==> src/hdl/fmbp_pkg.sv <==
`timescale 1ns / 1ps
// Shared types, codes and helpers for the FLAC metadata block parser.
// No dependencies; imported by fmbp_parser and the top level.
package fmbp_pkg;

  // Parser phase
  typedef enum logic [2:0] {
    PH_HEADER = 3'd0,
    PH_INFO   = 3'd1,
    PH_SEEK   = 3'd2,
    PH_SKIP   = 3'd3,
    PH_HALT   = 3'd4
  } phase_t;

  // Result kind codes
  typedef enum logic [2:0] {
    KIND_HEADER       = 3'd0,
    KIND_INFO_OK      = 3'd1,
    KIND_SEEK_OK      = 3'd2,
    KIND_FORBIDDEN    = 3'd3,
    KIND_INFO_BAD     = 3'd4,
    KIND_SEEK_LEN_BAD = 3'd5,
    KIND_SEEK_ORDER   = 3'd6
  } kind_t;

  localparam logic [6:0]  TYPE_STREAMINFO    = 7'd0;
  localparam logic [6:0]  TYPE_SEEKTABLE     = 7'd3;
  localparam logic [6:0]  TYPE_FORBIDDEN     = 7'd127;
  localparam logic [23:0] INFO_LENGTH        = 24'd34;
  localparam logic [23:0] INFO_CAPTURE_BYTES = 24'd18;
  localparam logic [4:0]  SEEK_POINT_BYTES   = 5'd18;
  localparam logic [4:0]  SEEK_SAMPLE_BYTES  = 5'd8;
  localparam logic [15:0] MIN_BLK_SAMPLES    = 16'd16;
  localparam logic [5:0]  MIN_BPS            = 6'd4;
  localparam logic [1:0]  HEADER_LAST_BYTE   = 2'd3;

  // One result item
  typedef struct packed {
    kind_t       kind;
    logic [6:0]  hdr_type;
    logic        is_last_block;
    logic [23:0] hdr_length;
    logic [15:0] min_blk_samples;
    logic [15:0] max_blk_samples;
    logic [23:0] min_frm_bytes;
    logic [23:0] max_frm_bytes;
    logic [19:0] sample_rate;
    logic [3:0]  channels;
    logic [5:0]  sample_bits;
    logic [35:0] total_samples;
  } fmbp_result_t;

  // x mod 18 for x < 512: reciprocal estimate (x*56 >> 10) is low by at most
  // one, so a single compare and subtract finishes it.
  function automatic logic [4:0] mod18(input logic [8:0] x);
    logic [14:0] prod;
    logic [4:0]  q;
    logic [8:0]  r;
    prod = 15'(x) * 15'd56;
    q    = prod[14:10];
    r    = x - 9'(q) * 9'(SEEK_POINT_BYTES);
    if (r >= 9'(SEEK_POINT_BYTES)) begin
      r = r - 9'(SEEK_POINT_BYTES);
    end
    return r[4:0];
  endfunction

endpackage

==> src/hdl/fmbp_parser.sv <==
`timescale 1ns / 1ps
// Byte-at-a-time metadata parser state and next-state logic.
// Depends on fmbp_pkg.
module fmbp_parser
  import fmbp_pkg::*;
(
  input  logic         clk,
  input  logic         rst,
  input  logic         step_en,
  input  logic [7:0]   data_byte,
  input  logic         restart,
  output logic         res_valid,
  output fmbp_result_t res
);

  phase_t        phase, phase_next;
  logic [23:0]   byte_cnt, byte_cnt_next;
  logic [23:0]   header_shift, header_shift_next;
  logic [4:0]    len_mod, len_mod_next;
  logic [6:0]    cur_type, cur_type_next;
  logic          cur_last, cur_last_next;
  logic [23:0]   cur_length, cur_length_next;
  logic [143:0]  info_shift, info_shift_next;
  logic [4:0]    point_byte_index, point_byte_index_next;
  logic [63:0]   point_sample, point_sample_next;
  logic [63:0]   prev_sample, prev_sample_next;

  logic          emit;
  kind_t         emit_kind;
  logic          emit_info;
  logic          info_ok;

  // STREAMINFO checks on the captured leading 18 bytes
  always_comb begin
    info_ok = (info_shift[143:128] >= MIN_BLK_SAMPLES) &&
              (info_shift[127:112] >= MIN_BLK_SAMPLES) &&
              (info_shift[143:128] <= info_shift[127:112]) &&
              (info_shift[63:44] != 20'd0) &&
              ((6'(info_shift[40:36]) + 6'd1) >= MIN_BPS);
  end

  // Next state
  always_comb begin
    phase_t      ph;
    logic [23:0] bc;
    logic [23:0] bc_inc;
    logic [23:0] new_len;
    logic [4:0]  mod_step;
    logic [4:0]  idx_inc;
    logic [63:0] ps_new;

    ph       = restart ? PH_HEADER : phase;
    bc       = restart ? 24'd0 : byte_cnt;
    bc_inc   = bc + 24'd1;
    new_len  = {header_shift[15:0], data_byte};
    mod_step = mod18(9'({len_mod, 2'b00}) + 9'(data_byte));
    idx_inc  = point_byte_index + 5'd1;
    ps_new   = (point_byte_index < SEEK_SAMPLE_BYTES) ?
               {point_sample[55:0], data_byte} : point_sample;

    phase_next            = ph;
    byte_cnt_next         = bc;
    header_shift_next     = restart ? 24'd0 : header_shift;
    len_mod_next          = len_mod;
    cur_type_next         = cur_type;
    cur_last_next         = cur_last;
    cur_length_next       = cur_length;
    info_shift_next       = info_shift;
    point_byte_index_next = point_byte_index;
    point_sample_next     = point_sample;
    prev_sample_next      = prev_sample;
    emit                  = 1'b0;
    emit_kind             = KIND_HEADER;
    emit_info             = 1'b0;

    unique case (ph)
      PH_HEADER: begin
        if (bc[1:0] != HEADER_LAST_BYTE) begin
          header_shift_next = {header_shift_next[15:0], data_byte};
          byte_cnt_next     = bc_inc;
          // length residue mod 18 over the two upper length bytes
          len_mod_next      = (bc == 24'd0) ? 5'd0 : mod_step;
        end else begin
          cur_last_next         = header_shift[23];
          cur_type_next         = header_shift[22:16];
          cur_length_next       = new_len;
          byte_cnt_next         = 24'd0;
          header_shift_next     = 24'd0;
          info_shift_next       = '0;
          point_byte_index_next = 5'd0;
          point_sample_next     = 64'd0;
          prev_sample_next      = 64'd0;
          emit                  = 1'b1;
          if (header_shift[22:16] == TYPE_FORBIDDEN) begin
            phase_next = PH_HALT;
            emit_kind  = KIND_FORBIDDEN;
          end else if (header_shift[22:16] == TYPE_STREAMINFO) begin
            if (new_len != INFO_LENGTH) begin
              phase_next = PH_HALT;
              emit_kind  = KIND_INFO_BAD;
            end else begin
              phase_next = PH_INFO;
            end
          end else if (header_shift[22:16] == TYPE_SEEKTABLE) begin
            if (mod_step != 5'd0) begin
              phase_next = PH_HALT;
              emit_kind  = KIND_SEEK_LEN_BAD;
            end else if (new_len == 24'd0) begin
              phase_next = header_shift[23] ? PH_HALT : PH_HEADER;
              emit_kind  = KIND_SEEK_OK;
            end else begin
              phase_next = PH_SEEK;
            end
          end else begin
            if (new_len == 24'd0) begin
              phase_next = header_shift[23] ? PH_HALT : PH_HEADER;
            end else begin
              phase_next = PH_SKIP;
            end
          end
        end
      end
      PH_INFO: begin
        if (bc < INFO_CAPTURE_BYTES) begin
          info_shift_next = {info_shift[135:0], data_byte};
        end
        byte_cnt_next = bc_inc;
        if (bc_inc >= INFO_LENGTH) begin
          emit      = 1'b1;
          emit_info = 1'b1;
          if (info_ok) begin
            emit_kind         = KIND_INFO_OK;
            phase_next        = cur_last ? PH_HALT : PH_HEADER;
            byte_cnt_next     = 24'd0;
            header_shift_next = 24'd0;
          end else begin
            emit_kind  = KIND_INFO_BAD;
            phase_next = PH_HALT;
          end
        end
      end
      PH_SEEK: begin
        point_sample_next     = ps_new;
        point_byte_index_next = idx_inc;
        if ((idx_inc == SEEK_SAMPLE_BYTES) && (ps_new != '1) &&
            (ps_new < prev_sample)) begin
          phase_next = PH_HALT;
          emit       = 1'b1;
          emit_kind  = KIND_SEEK_ORDER;
        end else begin
          if ((idx_inc == SEEK_SAMPLE_BYTES) && (ps_new != '1)) begin
            prev_sample_next = ps_new;
          end
          if (idx_inc >= SEEK_POINT_BYTES) begin
            point_byte_index_next = 5'd0;
            point_sample_next     = 64'd0;
          end
          byte_cnt_next = bc_inc;
          if (bc_inc == cur_length) begin
            phase_next        = cur_last ? PH_HALT : PH_HEADER;
            byte_cnt_next     = 24'd0;
            header_shift_next = 24'd0;
            emit              = 1'b1;
            emit_kind         = KIND_SEEK_OK;
          end
        end
      end
      PH_SKIP: begin
        byte_cnt_next = bc_inc;
        if (bc_inc == cur_length) begin
          phase_next        = cur_last ? PH_HALT : PH_HEADER;
          byte_cnt_next     = 24'd0;
          header_shift_next = 24'd0;
        end
      end
      default: begin
        phase_next = PH_HALT;
      end
    endcase
  end

  // Result fields
  always_comb begin
    res_valid          = step_en && emit;
    res                = '0;
    res.kind           = emit_kind;
    res.hdr_type       = cur_type_next;
    res.is_last_block  = cur_last_next;
    res.hdr_length     = cur_length_next;
    if (emit_info) begin
      res.min_blk_samples = info_shift[143:128];
      res.max_blk_samples = info_shift[127:112];
      res.min_frm_bytes   = info_shift[111:88];
      res.max_frm_bytes   = info_shift[87:64];
      res.sample_rate     = info_shift[63:44];
      res.channels        = 4'(info_shift[43:41]) + 4'd1;
      res.sample_bits     = 6'(info_shift[40:36]) + 6'd1;
      res.total_samples   = info_shift[35:0];
    end
  end

  always_ff @(posedge clk) begin
    if (rst) begin
      phase            <= PH_HEADER;
      byte_cnt         <= 24'd0;
      header_shift     <= 24'd0;
      len_mod          <= 5'd0;
      cur_type         <= 7'd0;
      cur_last         <= 1'b0;
      cur_length       <= 24'd0;
      info_shift       <= '0;
      point_byte_index <= 5'd0;
      point_sample     <= 64'd0;
      prev_sample      <= 64'd0;
    end else if (step_en) begin
      phase            <= phase_next;
      byte_cnt         <= byte_cnt_next;
      header_shift     <= header_shift_next;
      len_mod          <= len_mod_next;
      cur_type         <= cur_type_next;
      cur_last         <= cur_last_next;
      cur_length       <= cur_length_next;
      info_shift       <= info_shift_next;
      point_byte_index <= point_byte_index_next;
      point_sample     <= point_sample_next;
      prev_sample      <= prev_sample_next;
    end
  end

endmodule

==> src/hdl/flac_metadata_block_parser_unit.sv <==
`timescale 1ns / 1ps
// FLAC metadata block parser: one byte transfer in, at most one result out.
// Timing: a result caused by a byte is registered and presented in the cycle after its transfer.
// Throughput: one byte per cycle; the single output register holds input off
//   only while a result waits on a stalled consumer.
// Reset: synchronous active-high rst returns to the header phase and empties
//   the output register; a byte with restart set restarts parsing in-band.
module flac_metadata_block_parser_unit
  import fmbp_pkg::*;
(
  input  logic         clk,
  input  logic         rst,
  // input stream
  input  logic         s_axis_tvalid,
  output logic         s_axis_tready,
  input  logic [7:0]   s_axis_tdata,   // [7:0] data_byte
  input  logic [0:0]   s_axis_tuser,   // [0] restart
  // result stream
  output logic         m_axis_tvalid,
  input  logic         m_axis_tready,
  // [6:0] hdr_type, [7] is_last_block, [31:8] hdr_length,
  // [47:32] min_blk_samples, [63:48] max_blk_samples, [87:64] min_frm_bytes,
  // [111:88] max_frm_bytes, [131:112] sample_rate, [135:132] channels,
  // [141:136] sample_bits, [177:142] total_samples, [183:178] zero
  output logic [183:0] m_axis_tdata,
  output logic [2:0]   m_axis_tuser    // [2:0] kind
);

  logic         in_xfer;
  logic         res_valid;
  fmbp_result_t res;
  fmbp_result_t out_res;

  // Take a byte whenever the output register is empty or being drained
  assign s_axis_tready = !m_axis_tvalid || m_axis_tready;
  assign in_xfer       = s_axis_tvalid && s_axis_tready;

  fmbp_parser u_parser (
    .clk       (clk),
    .rst       (rst),
    .step_en   (in_xfer),
    .data_byte (s_axis_tdata),
    .restart   (s_axis_tuser[0]),
    .res_valid (res_valid),
    .res       (res)
  );

  // Output register: load on a result, drop on a completed transfer
  always_ff @(posedge clk) begin
    if (rst) begin
      m_axis_tvalid <= 1'b0;
    end else if (res_valid) begin
      m_axis_tvalid <= 1'b1;
    end else if (m_axis_tready) begin
      m_axis_tvalid <= 1'b0;
    end
  end

  // Payload holds until replaced; no reset needed
  always_ff @(posedge clk) begin
    if (res_valid) begin
      out_res <= res;
    end
  end

  assign m_axis_tuser = out_res.kind;
  assign m_axis_tdata = {6'd0,
                         out_res.total_samples,
                         out_res.sample_bits,
                         out_res.channels,
                         out_res.sample_rate,
                         out_res.max_frm_bytes,
                         out_res.min_frm_bytes,
                         out_res.max_blk_samples,
                         out_res.min_blk_samples,
                         out_res.hdr_length,
                         out_res.is_last_block,
                         out_res.hdr_type};

  // Input is held off only while a result waits on a stalled consumer
  a_ready_only_when_blocked: assert property (@(posedge clk) disable iff (rst)
    !s_axis_tready |-> (m_axis_tvalid && !m_axis_tready))
    else $error("input stalled without a blocked result");

  // A result is never produced by a cycle that took no byte
  a_result_needs_byte: assert property (@(posedge clk) disable iff (rst)
    res_valid |-> in_xfer)
    else $error("result without an input transfer");

  // STREAMINFO fields are zero except for the two STREAMINFO verdicts
  a_info_fields_zero: assert property (@(posedge clk) disable iff (rst)
    (m_axis_tvalid && (m_axis_tuser != KIND_INFO_OK) && (m_axis_tuser != KIND_INFO_BAD))
    |-> (m_axis_tdata[177:32] == '0))
    else $error("streaminfo fields nonzero on a non-streaminfo result");

  // A waiting result is not overwritten
  a_no_overwrite: assert property (@(posedge clk) disable iff (rst)
    (m_axis_tvalid && !m_axis_tready) |=> $stable(m_axis_tdata) && m_axis_tvalid)
    else $error("pending result overwritten");

endmodule
==> config.mk <==
export PLATFORM = sky130hd
export DESIGN_NAME = flac_metadata_block_parser_unit
export DESIGN_NICKNAME = d
export VERILOG_FILES = /design/src/hdl/fmbp_pkg.sv /design/src/hdl/fmbp_parser.sv /design/src/hdl/flac_metadata_block_parser_unit.sv
export SDC_FILE = /design/constraint.sdc
export NUM_CORES = 1
export LEC_CHECK = 0
export BUFFER_PORTS_ARGS = -buffer_cell sky130_fd_sc_hd__buf_2
export CAP_MARGIN = 20
export CORE_MARGIN = 1.5
export CORE_UTILIZATION = 49
export DETAILED_ROUTE_END_ITERATION = 6
export HOLD_SLACK_MARGIN = 0.03
export PLACE_DENSITY = 0.7
export SYNTH_ARGS = -nofsm -noshare
export SYNTH_HDL_FRONTEND = slang
export SYNTH_SLANG_ARGS = --single-unit
export TNS_END_PERCENT = 20
==> constraint.sdc <==
create_clock -name clk -period 8.7 [get_ports clk]
set_input_delay 0.87 -clock clk [delete_from_list [all_inputs] [get_ports clk]]
set_output_delay 0.87 -clock clk [all_outputs]
set_load 0.005 [all_outputs]
==> results.cfg, run 1 <==
[status]
status = complete, but fails checks
violations = DRC

[final_layout]
fin_util = 0.560
multi_input_area_sq_um = 12400
n_antenna_cell = 0
fin_cells = 3675
fillCellCount = 4734
regArea_sq_um = 12800
nets = 3077
drive_gt1_frac = 0.144
syn2layout_area_growth_pct = 12.3

[timing]
fin_crit_sh = 0.889
worst_slew_pin_slew_ns = 1.12
timing.fmax_mhz = 129
skew_ns = 0.0285
tns_ns = 0
slew_headroom = 0.246
period_needed_ns = 7.73
drv_slew = 0
rsz0062_at_grt = no
finalSetupViolations = 0
hold_viol_final = 0
whs_ns = 0.450

[placement]
gp_congestion = 0.954
port_buffers = 195
dp_cells = 3569
hpwl_mm = 48.3

[critical_path]
ff2ff_path_depth = 28
criticalPathCategory = in -> reg
slowest_delay_ns = 0.64
end_kind = flop
cp.buffers_inverters = 5
path_max_fanout = 7
crit_cells = 29
regToRegEndpoint = m_axis_tuser[2]$_DFFE_PP_
rrSetupSlack_ns = 1.04
cp.arrival_ns = 8.10
critical_path_required_ns = 9.07
cp-endpoint = m_axis_tuser[2]$_DFFE_PP_
startpoint = s_axis_tdata[2]
cpLargestDelayFamily = compound AO/OA/AOI/OAI gates
worst_path_max_delay_cell = o21ai_0
crit_path_start_kind = input port
rr_startpoint = u_parser.len_mod[0]$_SDFFE_PP0P_

[logic_synthesis]
syn-cell-area_sq_um = 26300
synth_most_common_cell = dfxtp_1
synthCells = 2852
yosys-top-cells-count = dfxtp_1, nand2_1, nand3_1
synth_edf_count = 181
synth_area_leaders = dfxtp_1, edfxtp_1, ha_1
synth-seq-cells = 547
syn_area_per_cell_sq_um = 9.22
seq_area_frac_synth = 0.485
yosysWarnings = 0
synth_top_area_frac = 0.279
yosys.area.top_type = dfxtp_1
yosysUniqueCellTypes = 85
synth_flop_cell = dfxtp_1
async_reset_ff_frac = 0

[detailed_routing]
wirelength_mm = 71.0
first_pass_iters = 7
drt_iter0_markers = 2213
drtAntennaViolNets = 0
dr_total_vias = 21600
drc = 25
routed_via_density = 5.87
wire_per_inst_microns = 19.3

[power_and_ir_drop]
p_int_mw = 4.58
vdd_drop_max_mv = 0.263
switching_share = 0.292
p_leak_nw = 11.3
seq_power_share = 0.413
powerDensity_nw_per_um2 = 219
switchingPower_mw = 1.89
p_comb_frac = 0.211
p_total_mw = 6.46
clock_power_share = 0.376

[cts]
cts.sink_count = 547
cts_max_level = 2
cts_buffers = 57
cts_resized = 0
cts_buffer_depth = 3
hold_buffers = 0
path_clk_slew_ns = 0.06
clk-insertion-delay-late_ns = 0.63
cts_root_buffer = clkbuf_16
post-cts-setup-buffers = 0
cts_tree = built

[die]
die_w_microns = 235
start_util = 0.498
num_io_pins = 202
row_count = 84
die_area_sq_um = 55100
dieHeight_microns = 235
fp.coreArea_sq_um = 52800

[global_route]
overflow = 0
grt.total_usage = 0.250
antenna_found_initial = 0
grt_max_degree = 162
grt_pass1_wl_mm = 112
grt_pass1_vias = 20500

[hold_path]
min_path_type = reg -> reg

[job]
max-cap-violations = 0
[registers in the layout, summed over array words and instances (netlist names)]
| name | flops |
|---|---|
| m_axis_tdata | 178 |
| u_parser.info_shift | 144 |
| u_parser.point_sample | 64 |
| u_parser.prev_sample | 64 |
| u_parser.byte_cnt | 24 |
| u_parser.cur_length | 24 |
| u_parser.header_shift | 24 |
| u_parser.cur_type | 7 |
| u_parser.len_mod | 5 |
| u_parser.point_byte_index | 5 |
| m_axis_tuser | 3 |
| u_parser.phase | 3 |
| m_axis_tvalid | 1 |
| u_parser.cur_last | 1 |
[worst reg2reg max path: cells and delay by family, from the launching register on]
kind	cells	cell delay, ns
DFF	1	0.33
adders and majority gates	7	2.45
buffers and inverters	4	0.31
AOI/OAI and AO/OA	10	2.71
xor gates and xnor gates	1	0.21
and+or+nand+nor	6	1.42
[logic make-up (layout without fill, tap and decap cells)]
| group | Yosys count | in the layout | synth area share |
|---|---|---|---|
| simple gates | 1163 | 1163 | 0.216 |
| compound gates | 550 | 550 | 0.131 |
| flops | 547 | 547 | 0.485 |
| buf+inv | 314 | 444 | 0.0467 |
| fa+ha+maj | 126 | 126 | 0.0620 |
| mux | 94 | 94 | 0.0400 |
| xor+xnor | 57 | 57 | 0.0190 |
| other cells | 1 | 6 | 0.000143 |
[final cells by class]
type | count | share of cell area
flip-flops and latches | 547 | 0.432
multi-input cells | 1996 | 0.420
clock buffers | 76 | 0.0531
repair buffers | 222 | 0.0407
well taps | 688 | 0.0291
inverters | 116 | 0.0149
clock inverters | 30 | 0.0106
[how the worst min path moves through the flow]
stage | slack (ns) | cells past startpoint | to | startpoint
after CTS | 0.45 | 2 | u_parser.prev_sample[61]$_SDFFE_PP0P_ | u_parser.prev_sample[61]$_SDFFE_PP0P_
after global placement | 0.44 | 2 | u_parser.prev_sample[63]$_SDFFE_PP0P_ | u_parser.prev_sample[63]$_SDFFE_PP0P_
after global routing | 0.47 | 2 | u_parser.prev_sample[1]$_SDFFE_PP0P_ | u_parser.prev_sample[1]$_SDFFE_PP0P_
final | 0.45 | 2 | u_parser.prev_sample[37]$_SDFFE_PP0P_ | u_parser.prev_sample[37]$_SDFFE_PP0P_
after detailed placement | 0.44 | 2 | u_parser.prev_sample[36]$_SDFFE_PP0P_ | u_parser.prev_sample[36]$_SDFFE_PP0P_
after floorplan | 0.43 | 2 | u_parser.prev_sample[10]$_SDFFE_PP0P_ | u_parser.prev_sample[10]$_SDFFE_PP0P_
[power by group through the flow]
stage / registers [mW] / clock network [mW] / logic (mW)
floorplan: 2.71 / 0 / 1.05
finish: 2.67 / 2.43 / 1.36
detailed placement: 2.72 / 0 / 1.33
global route: 2.67 / 2.57 / 1.51
CTS: 2.67 / 2.48 / 1.34
global placement: 2.72 / 0 / 1.26
[routing by layer]
metal | up-vias | GRT usage | wire length (microns)
met4 | 0 | 0.0929 | 2380
met1 | 10400 | 0.344 | 31600
met3 | 136 | 0.0421 | 4760
met2 | 721 | 0.395 | 32200
li1 | 10300 | - | -
met5 | - | 0 | 0
[cell usage in the layout, fill, tap and decap left out, types with 43 or more instances in the layout]
cell type / synthesis / final
dfxtp_1: 366 / 366
inv_1: 115 / 114
clkbuf_16: 0 / 57
nor4_1: 44 / 43
mux2_2: 88 / 88
a22oi_1: 70 / 70
buf_2: 9 / 194
a21oi_1: 268 / 268
nor3_1: 53 / 53
ha_1: 116 / 116
nor2_1: 239 / 236
and2_1: 133 / 132
o21ai_0: 56 / 56
nand2_1: 287 / 286
nand3_1: 270 / 270
edfxtp_1: 181 / 181
[through the flow]
step                worst slack (ns)  instance area (sq um)
floorplan                      0.926                  26300
global placement               0.659                  27700
detailed placement             0.521                  27700
CTS                             1.15                  29500
global route                   0.642                  29500
finish                         0.966                  29500
(Power assumes the default switching activity.)
==> run 2, diff against run 1 <==
==> constraint.sdc (replaced) <==
create_clock -name clk -period 8.7 [get_ports clk]
set_input_delay 0 -clock clk [delete_from_list [all_inputs] [get_ports clk]]
set_output_delay 0 -clock clk [all_outputs]
set_load 0.005 [all_outputs]
==> run 2 against run 1 <==
- the flow still finishes with violations (DRC)
- first-iteration DRC count down 6.4%
- die area unchanged
- sequential share of layout area down 0.14 points
- clock skew down 0.0073 ns
- combinational power about the same
==> results.cfg, run 2 (synthesized netlist as in run 1, its figures left out) <==
[critical_path]
end_kind = flop
rr_startpoint = u_parser.len_mod[0]$_SDFFE_PP0P_
startpoint = u_parser.len_mod[0]$_SDFFE_PP0P_
cp.arrival_ns = 7.96
critical_path_required_ns = 9.23
path_max_fanout = 7
slowest_delay_ns = 0.56
worst_path_max_delay_cell = or4_1
crit_path_start_kind = flop
rrSetupSlack_ns = 1.27
criticalPathCategory = reg -> reg

[final_layout]
syn2layout_area_growth_pct = 12.7
fin_cells = 3684
n_antenna_cell = 0
final_cell_mix = dfxtp_1, nand2_1, nand3_1
layout_commonest_cell = dfxtp_1
drive_gt1_frac = 0.144
fillCellCount = 4700
largest_reg_flops = 178
nets = 3085

[die]
fp.coreArea_sq_um = 52800
row_count = 84
dieHeight_microns = 235
die_area_sq_um = 55100
die_w_microns = 235
num_io_pins = 202
start_util = 0.498

[cts]
cts_buffer_depth = 3
clk-insertion-delay-late_ns = 0.63
hold_buffers = 12
path_clk_slew_ns = 0.06
cts_max_level = 2
cts.sink_count = 547
cts_resized = 0
post-cts-setup-buffers = 0
cts_buffers = 57
cts_root_buffer = clkbuf_16
cts_tree = built

[global_route]
grt_max_degree = 224
grt_pass1_wl_mm = 112
antenna_found_initial = 0
grt.total_usage = 0.249
overflow = 0
grt_pass1_vias = 20300

[timing]
fin_crit_sh = 0.854
skew_ns = 0.0212
tns_ns = 0
rsz0062_at_grt = no
worst_slew_pin_slew_ns = 1.23
hold_viol_final = 0
period_needed_ns = 7.43
drv_slew = 0
slew_headroom = 0.179
finalSetupViolations = 0
timing.fmax_mhz = 135

[detailed_routing]
dr_total_vias = 21700
wire_per_inst_microns = 19.3
drc = 25
wirelength_mm = 71.0
drt_iter0_markers = 2071
drtAntennaViolNets = 0
first_pass_iters = 7
routed_via_density = 5.88

[status]
violations = DRC
status = complete, but fails checks

[placement]
dp_cells = 3565
gp_congestion = 0.951
port_buffers = 195
hpwl_mm = 47.8

[power_and_ir_drop]
p_total_mw = 6.45
vdd_drop_max_mv = 0.176
powerDensity_nw_per_um2 = 218
p_leak_nw = 11.3

[hold_path]
min_path_type = in -> reg
hp-start = s_axis_tdata[4]

[job]
max-cap-violations = 0
run 2: cell count changes in the layout (fill, tap and decap cells not counted), moves of 2 or more:
cell           change
buf_4              -5
dlygate4sd3_1     +12
clkinv_2           +7
clkbuf_8           -5
clkbuf_1           -4
inv_6              +2
clkinvlp_4         +3
clkinv_1           -2
run 2: worst paths after layout:
path,endpoint,depth (start not counted)
min reg2reg,u_parser.prev_sample[20]$_SDFFE_PP0P_,2
min,u_parser.header_shift[4]$_SDFFE_PP0P_,3
max,u_parser.phase[2]$_SDFFE_PP0P_,27
max reg2reg,u_parser.phase[2]$_SDFFE_PP0P_,27
run 2: worst max-delay path: cells and delay by family (launching register included):
kind,cells,cell delay [ns]
AOI/OAI and AO/OA,10,2.47
adders and majority gates,7,2.43
and+or+nand+nor,5,1.34
xor gates and xnor gates,1,0.43
DFF,1,0.35
buffers and inverters,4,0.31
run 2: final cells by class:
cell class,count,area [sq um],share of cell area
sequential,547,12800,0.431
tap,688,861,0.0290
inverter,116,440,0.0149
multi-input combinational,1996,12400,0.418
timing repair buffer,230,1300,0.0438
clock buffer,67,1480,0.0501
clock inverter,40,399,0.0135
run 2: through the flow:
| stage | setup slack, ns | util | hold WS, ns | cell area [sq um] |
|---|---|---|---|---|
| 3_5_place_dp | 1.35 | 0.524 | 0.370 | 27600 |
| 6_report | 1.27 | 0.562 | 0.282 | 29600 |
| 4_1_cts | 1.31 | 0.562 | 0.256 | 29600 |
| 2_1_floorplan | 0.649 | - | 0.125 | 26300 |
| 5_1_grt | 0.817 | 0.562 | 0.287 | 29600 |
| 3_3_place_gp | 1.53 | 0.524 | 0.347 | 27600 |
run 2: per-layer routing:
layer / share of wire / track usage / up-vias
met1: 0.44 / 0.345 / 10500
met3: 0.069 / 0.0409 / 116
met5: 0 / 0 / -
met2: 0.46 / 0.401 / 756
li1: - / - / 10300
met4: 0.025 / 0.0742 / 0
run 2: where the power goes:
group / switching (mW) / internal [mW]
logic: 0.802 / 0.539
registers: 0.0241 / 2.64
clock network: 1.06 / 1.38
total: 1.89 / 4.56
